===== config.mk =====
export PLATFORM = sky130hd
export DESIGN_NAME = set_operation_engine_core
export DESIGN_NICKNAME = d
export VERILOG_FILES = /design/src/design/soe_pkg.sv /design/src/design/soe_store.sv /design/src/design/soe_seq.sv /design/src/design/set_operation_engine_core.sv
export SDC_FILE = /design/constraint.sdc
export NUM_CORES = 1
export LEC_CHECK = 0
export BUFFER_PORTS_ARGS = -buffer_cell sky130_fd_sc_hd__buf_2
export CAP_MARGIN = 20
export CORE_MARGIN = 3
export CORE_UTILIZATION = 67
export DETAILED_ROUTE_END_ITERATION = 10
export GPL_ROUTABILITY_DRIVEN = 1
export PLACE_DENSITY = 0.8
export SLEW_MARGIN = 40
export SYNTH_ARGS = -nofsm -noshare
export SYNTH_HDL_FRONTEND = slang
export SYNTH_SLANG_ARGS = --single-unit

===== constraint.sdc =====
create_clock -name clk -period 6.6 [get_ports clk]
set_input_delay 0 -clock clk [delete_from_list [all_inputs] [get_ports clk]]
set_output_delay 0 -clock clk [all_outputs]
set_load 0.02 [all_outputs]

===== src/design/soe_pkg.sv =====
// Package for the set operation engine: sizes, codes, payload and control types.
// No dependencies.
package soe_pkg;

  localparam int SET_CAP = 16;
  localparam int CNT_W   = $clog2(SET_CAP + 1);
  localparam int IDX_W   = (SET_CAP > 1) ? $clog2(SET_CAP) : 1;
  localparam int DATA_W  = 32;

  typedef enum logic [1:0] {
    FUNC_LOAD_A = 2'd0,
    FUNC_LOAD_B = 2'd1,
    FUNC_RUN    = 2'd2,
    FUNC_CLEAR  = 2'd3
  } func_t;

  typedef enum logic [1:0] {
    OP_UNION   = 2'd0,
    OP_INTER   = 2'd1,
    OP_DIFF    = 2'd2,
    OP_SYMDIFF = 2'd3
  } op_mode_t;

  typedef enum logic [2:0] {
    S_IDLE,
    S_FETCH,
    S_HOLD,
    S_SCAN_RD,
    S_SCAN_CMP,
    S_DECIDE,
    S_FLUSH
  } state_t;

  typedef struct packed {
    func_t                     func;
    logic signed [DATA_W-1:0]  element;
  } in_item_t;

  typedef struct packed {
    logic signed [DATA_W-1:0]  result_value;
    logic                      last;
    logic                      empty_res;
    logic                      overflowed;
  } out_item_t;

  typedef struct packed {
    logic              clr;
    logic              wr;
    logic [IDX_W-1:0]  rd_addr;
  } store_ctl_t;

endpackage


===== src/design/soe_store.sv =====
// One set store: element memory with registered read port and fill count.
// Depends on soe_pkg.
module soe_store (
  input  logic                         clk,
  input  logic                         rst,
  input  soe_pkg::store_ctl_t          ctl,
  input  logic [soe_pkg::DATA_W-1:0]   wr_data,
  output logic [soe_pkg::DATA_W-1:0]   rd_data,
  output logic [soe_pkg::CNT_W-1:0]    count
);
  import soe_pkg::*;

  logic [DATA_W-1:0] mem [SET_CAP];
  logic              full;

  assign full = (count >= CNT_W'(SET_CAP));

  always_ff @(posedge clk) begin
    if (ctl.wr && !full) begin
      mem[count[IDX_W-1:0]] <= wr_data;
    end
    rd_data <= mem[ctl.rd_addr];
  end

  always_ff @(posedge clk) begin
    if (rst) begin
      count <= '0;
    end else if (ctl.clr) begin
      count <= '0;
    end else if (ctl.wr && !full) begin
      count <= count + CNT_W'(1);
    end
  end

endmodule


===== src/design/soe_seq.sv =====
// Sequencer: load/clear decode, membership scan with one shared comparator,
// result holding stage and output register. Depends on soe_pkg.
module soe_seq (
  input  logic                         clk,
  input  logic                         rst,
  input  logic                         in_valid,
  output logic                         in_ready,
  input  soe_pkg::in_item_t            in_item,
  output logic                         out_valid,
  input  logic                         out_ready,
  output soe_pkg::out_item_t           out_item,
  input  logic                         cfg_wr_en,
  input  logic [1:0]                   cfg_wr_data,
  output soe_pkg::store_ctl_t          a_ctl,
  output soe_pkg::store_ctl_t          b_ctl,
  input  logic [soe_pkg::DATA_W-1:0]   a_rd,
  input  logic [soe_pkg::DATA_W-1:0]   b_rd,
  input  logic [soe_pkg::CNT_W-1:0]    cnt_a,
  input  logic [soe_pkg::CNT_W-1:0]    cnt_b
);
  import soe_pkg::*;

  state_t            state, state_next;
  op_mode_t          op_mode;
  logic              ovf;
  logic              phase;
  logic [CNT_W-1:0]  i, j;
  logic              found;
  logic [DATA_W-1:0] cur;
  logic              pend_valid;
  logic [DATA_W-1:0] pend_val;

  logic              in_fire, out_free, emit_sel, two_pass, outer_more, blocked;
  logic [CNT_W-1:0]  cnt_outer, cnt_inner;
  logic [DATA_W-1:0] rd_outer, rd_inner;

  assign in_ready  = (state == S_IDLE);
  assign in_fire   = in_valid && in_ready;
  assign out_free  = !out_valid || out_ready;
  assign cnt_outer = phase ? cnt_b : cnt_a;
  assign cnt_inner = phase ? cnt_a : cnt_b;
  assign rd_outer  = phase ? b_rd : a_rd;
  assign rd_inner  = phase ? a_rd : b_rd;
  assign two_pass  = (op_mode == OP_UNION) || (op_mode == OP_SYMDIFF);
  assign outer_more = (i < cnt_outer);
  assign blocked   = emit_sel && pend_valid && !out_free;

  always_comb begin
    if (phase) begin
      emit_sel = !found;
    end else begin
      unique case (op_mode)
        OP_UNION:   emit_sel = 1'b1;
        OP_INTER:   emit_sel = found;
        OP_DIFF,
        OP_SYMDIFF: emit_sel = !found;
        default:    emit_sel = 1'b0;
      endcase
    end
  end

  always_comb begin
    a_ctl.clr     = in_fire && (in_item.func == FUNC_CLEAR);
    b_ctl.clr     = in_fire && (in_item.func == FUNC_CLEAR);
    a_ctl.wr      = in_fire && (in_item.func == FUNC_LOAD_A);
    b_ctl.wr      = in_fire && (in_item.func == FUNC_LOAD_B);
    a_ctl.rd_addr = phase ? j[IDX_W-1:0] : i[IDX_W-1:0];
    b_ctl.rd_addr = phase ? i[IDX_W-1:0] : j[IDX_W-1:0];
    state_next    = state;
    unique case (state)
      S_IDLE: begin
        if (in_valid && (in_item.func == FUNC_RUN)) state_next = S_FETCH;
      end
      S_FETCH: begin
        if (outer_more) begin
          state_next = S_HOLD;
        end else if (!(!phase && two_pass)) begin
          state_next = S_FLUSH;
        end
      end
      S_HOLD:     state_next = S_SCAN_RD;
      S_SCAN_RD: begin
        if (found || !(j < cnt_inner)) begin
          state_next = S_DECIDE;
        end else begin
          state_next = S_SCAN_CMP;
        end
      end
      S_SCAN_CMP: state_next = S_SCAN_RD;
      S_DECIDE: begin
        if (!blocked) state_next = S_FETCH;
      end
      S_FLUSH: begin
        if (out_free) state_next = S_IDLE;
      end
      default:    state_next = S_IDLE;
    endcase
  end

  always_ff @(posedge clk) begin
    if (rst) begin
      state <= S_IDLE;
    end else begin
      state <= state_next;
    end
  end

  always_ff @(posedge clk) begin
    if (rst) begin
      op_mode    <= OP_UNION;
      ovf        <= 1'b0;
      phase      <= 1'b0;
      i          <= '0;
      j          <= '0;
      found      <= 1'b0;
      pend_valid <= 1'b0;
      out_valid  <= 1'b0;
    end else begin
      if (cfg_wr_en) op_mode <= op_mode_t'(cfg_wr_data);
      if (out_valid && out_ready) out_valid <= 1'b0;
      unique case (state)
        S_IDLE: begin
          if (in_fire) begin
            unique case (in_item.func)
              FUNC_LOAD_A: if (cnt_a >= CNT_W'(SET_CAP)) ovf <= 1'b1;
              FUNC_LOAD_B: if (cnt_b >= CNT_W'(SET_CAP)) ovf <= 1'b1;
              FUNC_CLEAR:  ovf <= 1'b0;
              FUNC_RUN: begin
                phase      <= 1'b0;
                i          <= '0;
                pend_valid <= 1'b0;
              end
              default: ;
            endcase
          end
        end
        S_FETCH: begin
          if (!outer_more && !phase && two_pass) begin
            phase <= 1'b1;
            i     <= '0;
          end
        end
        S_HOLD: begin
          cur   <= rd_outer;
          j     <= '0;
          found <= 1'b0;
        end
        S_SCAN_CMP: begin
          if (rd_inner == cur) found <= 1'b1;
          j <= j + CNT_W'(1);
        end
        S_DECIDE: begin
          if (!blocked) begin
            if (emit_sel) begin
              if (pend_valid) begin
                out_item.result_value <= pend_val;
                out_item.last         <= 1'b0;
                out_item.empty_res    <= 1'b0;
                out_item.overflowed   <= ovf;
                out_valid             <= 1'b1;
              end
              pend_val   <= cur;
              pend_valid <= 1'b1;
            end
            i <= i + CNT_W'(1);
          end
        end
        S_FLUSH: begin
          if (out_free) begin
            // empty run gives one marker transfer
            out_item.result_value <= pend_valid ? pend_val : '0;
            out_item.last         <= 1'b1;
            out_item.empty_res    <= !pend_valid;
            out_item.overflowed   <= ovf;
            out_valid             <= 1'b1;
            pend_valid            <= 1'b0;
          end
        end
        default: ;
      endcase
    end
  end

endmodule


===== src/design/set_operation_engine_core.sv =====
// Top level of the set operation engine: two set stores and the sequencer.
// Depends on soe_pkg, soe_store, soe_seq.
//
//  channel | signals                          | transfer
//  input   | in_valid, in_ready, in_item      | in_valid & in_ready
//  output  | out_valid, out_ready, out_item   | out_valid & out_ready
//  config  | cfg_wr_en, cfg_wr_data (op_mode) | cfg_wr_en
//
// Load and clear items are accepted while idle; back-to-back loads run at one per cycle.
// A run makes one pass over set A (a second one over set B for union and symmetric
// difference); the inner scan for each outer element stops at the first match.
// The scan is paced by the one comparator and the registered read port of each store.
// in_ready stays low for the whole run; a held output register stalls emission.
// Reset (synchronous) empties both sets, clears the overflow flag and op_mode.
module set_operation_engine_core (
  input  logic                clk,
  input  logic                rst,
  input  logic                in_valid,
  output logic                in_ready,
  input  soe_pkg::in_item_t   in_item,
  output logic                out_valid,
  input  logic                out_ready,
  output soe_pkg::out_item_t  out_item,
  input  logic                cfg_wr_en,
  input  logic [1:0]          cfg_wr_data
);
  import soe_pkg::*;

  store_ctl_t        a_ctl, b_ctl;
  logic [DATA_W-1:0] a_rd, b_rd;
  logic [CNT_W-1:0]  cnt_a, cnt_b;

  soe_store u_store_a (
    .clk     (clk),
    .rst     (rst),
    .ctl     (a_ctl),
    .wr_data (in_item.element),
    .rd_data (a_rd),
    .count   (cnt_a)
  );

  soe_store u_store_b (
    .clk     (clk),
    .rst     (rst),
    .ctl     (b_ctl),
    .wr_data (in_item.element),
    .rd_data (b_rd),
    .count   (cnt_b)
  );

  soe_seq u_seq (
    .clk         (clk),
    .rst         (rst),
    .in_valid    (in_valid),
    .in_ready    (in_ready),
    .in_item     (in_item),
    .out_valid   (out_valid),
    .out_ready   (out_ready),
    .out_item    (out_item),
    .cfg_wr_en   (cfg_wr_en),
    .cfg_wr_data (cfg_wr_data),
    .a_ctl       (a_ctl),
    .b_ctl       (b_ctl),
    .a_rd        (a_rd),
    .b_rd        (b_rd),
    .cnt_a       (cnt_a),
    .cnt_b       (cnt_b)
  );

endmodule


# Word-level counts from Yosys, hierarchy flattened
# Memory sizes are Yosys's and may differ from the RTL's. A register that Yosys moved wholly into a read port is not among the register bits.
# Index checks and enable logic that the tools add are counted.
word_totals:
  mem_count: 2
  ram_bits: 1024
  output_inout_bits: 37
  word_cells: 150
  register_bits: 129
  input_bits: 41
memory_table:
  columns: ["memory", "depth", "word_bits", "rd", "rd_clocked_by_memory_dff", "write_ports", "line", "text"]
  rows:
  - ["u_store_a.mem", 16, 32, 1, 1, 1, "soe_store.sv:13", "logic [DATA_W-1:0] mem [SET_CAP];"]
  - ["u_store_b.mem", 16, 32, 1, 1, 1, "soe_store.sv:13", null]
op_classes:
  bitwise_logic: 2
  reduce_logical: 46
  n_eq_ne: 25
  muxes: 50
  addsub: 4
  n_lt_le_gt_ge: 4
op_table:
  columns: ["operator", "n"]
  rows:
  - ["$mux W35", 4]
  - ["$mux W32", 3]
  - ["$pmux W35 S2", 1]
  - ["$eq A32 B32 Y1", 1]
  - ["$mux W5", 6]
  - ["$add A5 B1 Y5 const B", 4]
  - ["$mux W1", 20]
  - ["$pmux W3 S6", 1]
  - ["$mux W3", 5]
  - ["$pmux W5 S3", 1]
  - ["$logic_and A1 B1 Y1", 13]
  - ["$ne A2 B2 Y1 const B", 6]
  - ["$reduce_and A4 Y1", 3]
  - ["$reduce_and A6 Y1", 2]
  - ["$ge A5 B5 Y1 const B", 2]
  - ["$lt A5 B5 Y1", 2]
  - ["$ne A2 B1 Y1 const B", 5]
  - ["$pmux W5 S2", 1]
  - ["$reduce_and A5 Y1", 2]
  - ["$eq A3 B3 Y1 const B", 3]
  - ["$logic_not A1 Y1", 9]
  - ["$pmux W1 S3", 3]
  - ["$reduce_bool A3 Y1", 3]
  - ["$eq A2 B2 Y1 const B", 4]
  - ["other kinds (13)", 27]

# Logic depth before layout (Yosys ltp)
logic_depth:
  ltp_word: 8
  depth_mapped: 12
  depth_no_buf: 8

# By module
# From an unflattened synthesis, not the netlist that was laid out.
hier_totals:
  cells_unflattened: 2189
  hier_area_um2: 46171.8
modules_own_cells:
  columns: ["module", "seq_area_each_um2", "instances", "area_per_inst_um2", "cells_per_inst"]
  rows:
  - ["soe_store (u_store_a)", 16115.5, 1, 20134.3, 865]
  - ["soe_store (u_store_b)", 16115.5, 1, 20133.1, 865]
  - ["soe_seq", 3373.2, 1, 5904.4, 459]

# Least setup slack after synthesis
# No wires, ideal clock.
synth_timing:
  path_type: "reg-to-reg"
  from: "reg u_seq.state[2]"
  to: "mem u_store_a.mem[0][0] (enable)"
  path_stages_with_launch: 7
  path_buffers: 1
  t_required_ns: 6.139
  synth_period_minus_slack_ns: 4.264
  setup_ns: 0.461
  arrival_ns: 3.803
  slack_ns: 2.336
  cell_sequence: "dfxtp_1 buf_2 nor3_4 nand2_2 nor4_2 nand2_1 nor3_1"
synth_between:
  elab_chain_cells: 6
synth_lines:
  columns: ["item", "line", "text"]
  rows:
  - ["from (decl)", "soe_seq.sv:23", "state_t state, state_next;"]
  - ["from (signal assigned)", "soe_seq.sv:104", "state <= state_next;"]
  - ["$logic_not A3 Y1", "soe_seq.sv:37", "assign in_ready = (state == S_IDLE);"]
  - ["net in_ready", "set_operation_engine_core.sv:19", "output logic in_ready,"]
  - ["$logic_and A1 B1 Y1", "soe_seq.sv:38", "assign in_fire = in_valid && in_ready;"]
  - ["$logic_and A1 B1 Y1", "soe_seq.sv:65", "a_ctl.wr = in_fire && (in_item.func == FUNC_LOAD_A);"]
  - ["$logic_and A1 B1 Y1", "soe_store.sv:19", "if (ctl.wr && !full) begin"]
  - ["$mux W1", "soe_store.sv:19", null]
  - ["$mux W1 (not written as such)", "soe_store.sv:20", "mem[count[IDX_W-1:0]] <= wr_data;"]
  - ["to (decl)", "soe_store.sv:13", null]
# The timed path passes the listed nets, and every way through them passes these cells.

# Worst setup path after layout
layout_timing:
  from: "reg u_seq.phase"
  to: "reg u_seq.phase"
layout_between:
  elab_chain_cells: 7
  elab_cells_between_ends: 8
  classes_between: "order compare: 1; eq/ne: 1; mux: 1; reduce/logical: 5"
layout_lines:
  columns: ["item", "line", "text"]
  rows:
  - ["from (decl)", "soe_seq.sv:26", "logic phase;"]
  - ["from (signal assigned)", "soe_seq.sv:112", "phase <= 1'b0;"]
  - ["from (signal assigned)", "soe_seq.sv:129", "phase <= 1'b0;"]
  - ["from (signal assigned)", "soe_seq.sv:139", "phase <= 1'b1;"]
  - ["$mux W5", "soe_seq.sv:40", "assign cnt_outer = phase ? cnt_b : cnt_a;"]
  - ["$lt A5 B5 Y1", "soe_seq.sv:45", "assign outer_more = (i < cnt_outer);"]
  - ["$logic_not A1 Y1", "soe_seq.sv:138", "if (!outer_more && !phase && two_pass) begin"]
  - ["$logic_and A1 B1 Y1 * (2 in a row)", "soe_seq.sv:138", null]
  - ["$ne A2 B1 Y1 (no source line) *", null, null]
  - ["$reduce_and A4 Y1 (no source line) *", null, null]
# Mark *: on every way between the ends. The rest lies on a longest branch, timed or not.
# A chain may end at the register's enable or synchronous reset.

==> run summary <==
Fillers -> 3389
Status -> completed
Worst-Margin Slew -> 0.898 ns
Gr usage total -> 0.314
Storage cell area -> 35600 um^2
Clock latency on the worst-skew pair -> 0.68 ns
Post-Route WL -> 114000 um
VDD IR max -> 0.397 mV
RR Startpoint -> u_seq.phase
Clk slew on worst S/H paths -> 0.06 ns
Via density -> 6.88
Largest fanout on the critical path -> 61
Yosys cell types -> 53
Worst EP arrival -> 4.27 ns
DRC viols -> 0
PortBufs -> 77
TritonCTS clock tree -> built
Dpl hpwl -> 60900 um
Hold Crit Depth -> 5
Die Y -> 270 um
Number of synthesized flops with an enable pin -> 1123
Post-synth ARST share -> 0
Synthesis-to-finish area growth -> 13.8%
H-tree depth -> 3
Initial DRC count -> 3431
Syn avg cell area -> 20.4 um^2
Worst setup EP type -> register
Worst R2R End -> u_seq.phase
Hold_ws -> 0.314 ns
Multi-input logic area -> 10700 um^2
Global-route wire length before repair -> 166000 um
CP required -> 7.20 ns
Share of cells above drive strength 1 -> 0.259
R2R depth -> 10
Top FF cell, synth -> edfxtp_1
Initial Utilization -> 0.678
Longest Clk Path Bufs -> 3
Layout Cells excl Fill -> 3512
Diode count -> 0
Largest net degree at the start of global routing -> 129
Nets -> 2547
Root Driver -> clkbuf_16
Final Wtd Congestion -> 0.851
Cts bufs inserted -> 112
RSZ-0062 raised after global routing -> false
Power density over cell area -> 310 nW/um^2
# rows -> 96
Synth Register Bits -> 1217
Syn Nets -> 2354
Overflow after GRT -> 0
TNS Setup -> 0 ns
Peak Freq -> 273 MHz
Hold Vio Cnt, Final -> 0
HP Class -> input port to register
Endpoint, Worst Hold -> u_seq.state[2]
Vias in the first global route -> 24.8k
Initial antenna violation count -> 4
Placed instance area -> 48700 um^2
Core area -> 68800 um^2
Hold Crit Start -> out_ready
Layout Skew -> 0.0382 ns
Clock Sinks -> 1217
Post-DR wirelength/cell -> 32.4 um
Setup crit start kind -> register
Final instance area -> 53100 um^2
Worst relative slew slack -> 0.400
Final worst-path cycle share -> 0.555
Post-synthesis sequential area ratio -> 0.763
Vias -> 24.2k
# placed instances -> 3248
Total power -> 16.5 mW
Synth Instances -> 2291
Die width -> 270 um
P_leak -> 17.4 nW
Ports -> 78
Router iterations before antenna repair -> 7
Critical path class -> register to register
Post-Syn Area -> 46700 um^2
Post-CTS setup buffer count -> 0
DRT antenna net count -> 0
Worst setup path startpoint -> u_seq.phase
Ys Warns -> 0
Max cap viols -> 0
Worst reg2reg setup slack -> 2.94 ns
Final period demand of the worst path -> 3.66 ns
Full die area -> 72900 um^2
Final setup vio count -> 0
Fin. max-slew vios -> 0
[registers in the layout, summed over array words and instances, names as in the netlist, 5 cells and up]
signal and cells:
u_seq.cur 32, u_seq.i 5, u_seq.j 5, u_seq.out_item 35
u_seq.pend_val 32, u_store_a.count 5, u_store_a.mem 512, u_store_a.rd_data 32
u_store_b.count 5, u_store_b.mem 512, u_store_b.rd_data 32
[worst max-delay path, cell delays in order (launching register included)]
cell and delay, ns:
dfxtp_4 0.72, buf_6 0.69, mux2i_1 0.18, ha_1 0.35, nand2_1 0.05, o21ai_0 0.32
o21ai_1 0.19, mux2i_1 0.16, a21oi_1 0.08, a211oi_1 0.23, dlygate4sd3_1 0.58
[cell type report]
cell class / count / area share
Clock buffer: 157 / 0.0586
Clock inverter: 54 / 0.0139
Inverter: 9 / 0.000636
Multi-Input combinational cell: 947 / 0.202
Sequential cell: 1217 / 0.670
Tap cell: 931 / 0.0219
Timing Repair Buffer: 197 / 0.0325
[per-stage QoR]
| stage | utilization | worst slack (ns) |
|---|---|---|
| after floorplan | - | 2.34 |
| after global placement | 0.702 | 3.00 |
| after detailed placement | 0.707 | 2.94 |
| after CTS | 0.770 | 2.92 |
| after global routing | 0.772 | 2.69 |
| final | 0.772 | 2.94 |
[cells by family after synthesis]
family,share of synthesized area
AO/OA/AOI/OAI,0.0264
XOR/XNOR,0.00713
adder cells (fa/ha/maj),0.00590
buffers and inverters,0.0151
flip-flops,0.763
multiplexers,0.144
AND/OR/NAND/NOR,0.0387
[power breakdown]
part           switching [mW]  internal, mW
clock network            2.79          3.99
logic                   0.565         0.447
registers               0.129          8.55
total                    3.49          13.0
[worst max-delay path by stage]
| stage | cells past startpoint | endpoint | slack, ns |
|---|---|---|---|
| 6_report | 10 | u_seq.phase | 2.94 |
| 2_1_floorplan | 6 | u_store_a.mem[0][0] | 2.34 |
| 3_5_place_dp | 6 | u_store_a.mem[1][7] | 2.94 |
| 3_3_place_gp | 6 | u_store_a.rd_data[30] | 3.00 |
| 4_1_cts | 6 | u_store_a.mem[1][17] | 2.92 |
| 5_1_grt | 10 | u_seq.phase | 2.69 |
[cell usage after synthesis, types with 18 or more instances]
library cell  count  area [um^2]
a21oi_1          18         90.1
xor2_1           20          175
clkbuf_1         54          203
mux2i_1          53          531
nand2_1         147          552
xnor2_1          18          158
dfxtp_1          94         1880
nor2_1           55          206
a211oi_1         55          413
buf_2            29          145
buf_6            22          248
and2_1           66          413
mux2_2           35          394
a31oi_1          66          413
edfxtp_1       1123        33700
nor2b_1          38          238
mux4_2          256         5770
ha_1             22          275
[cell usage in the layout (no fill, tap or decap), drive strengths merged, types with 2 or more instances in the layout]
master	instances
o21ai	10
nor2	55
nor2b	38
nand2	149
clkbuf	157
nor4	5
ha	22
o21ba	2
a211oi	65
a22oi	2
o41ai	2
xnor2	18
clkinvlp	2
buf	149
clkinv	34
a31oi	66
o21a	2
dlygate4sd3	48
edfxtp	1123
xor2	20
mux4	256
nor3	16
mux2i	55
and2	66
nand3b	6
bufinv	18
or4	2
mux2	36
nand2b	7
and3	2
inv	9
a21oi	18
nand3	9
dfxtp	94
nand4	7
[repair_timing]
action                    in CTS  in global routing
hold endpoints to repair    1056                  0
hold buffers                  48                  0
resized for setup              0                  0
[routing by layer]
| metal | wire length, um | track usage | up-vias |
|---|---|---|---|
| met3 | 12400 | 0.0648 | 287 |
| met2 | 55700 | 0.495 | 1756 |
| met1 | 41600 | 0.441 | 12400 |
| met4 | 4130 | 0.127 | 0 |
| met5 | 0 | 0 | - |
| li1 | - | - | 9693 |
(Power assumes the default switching activity.)
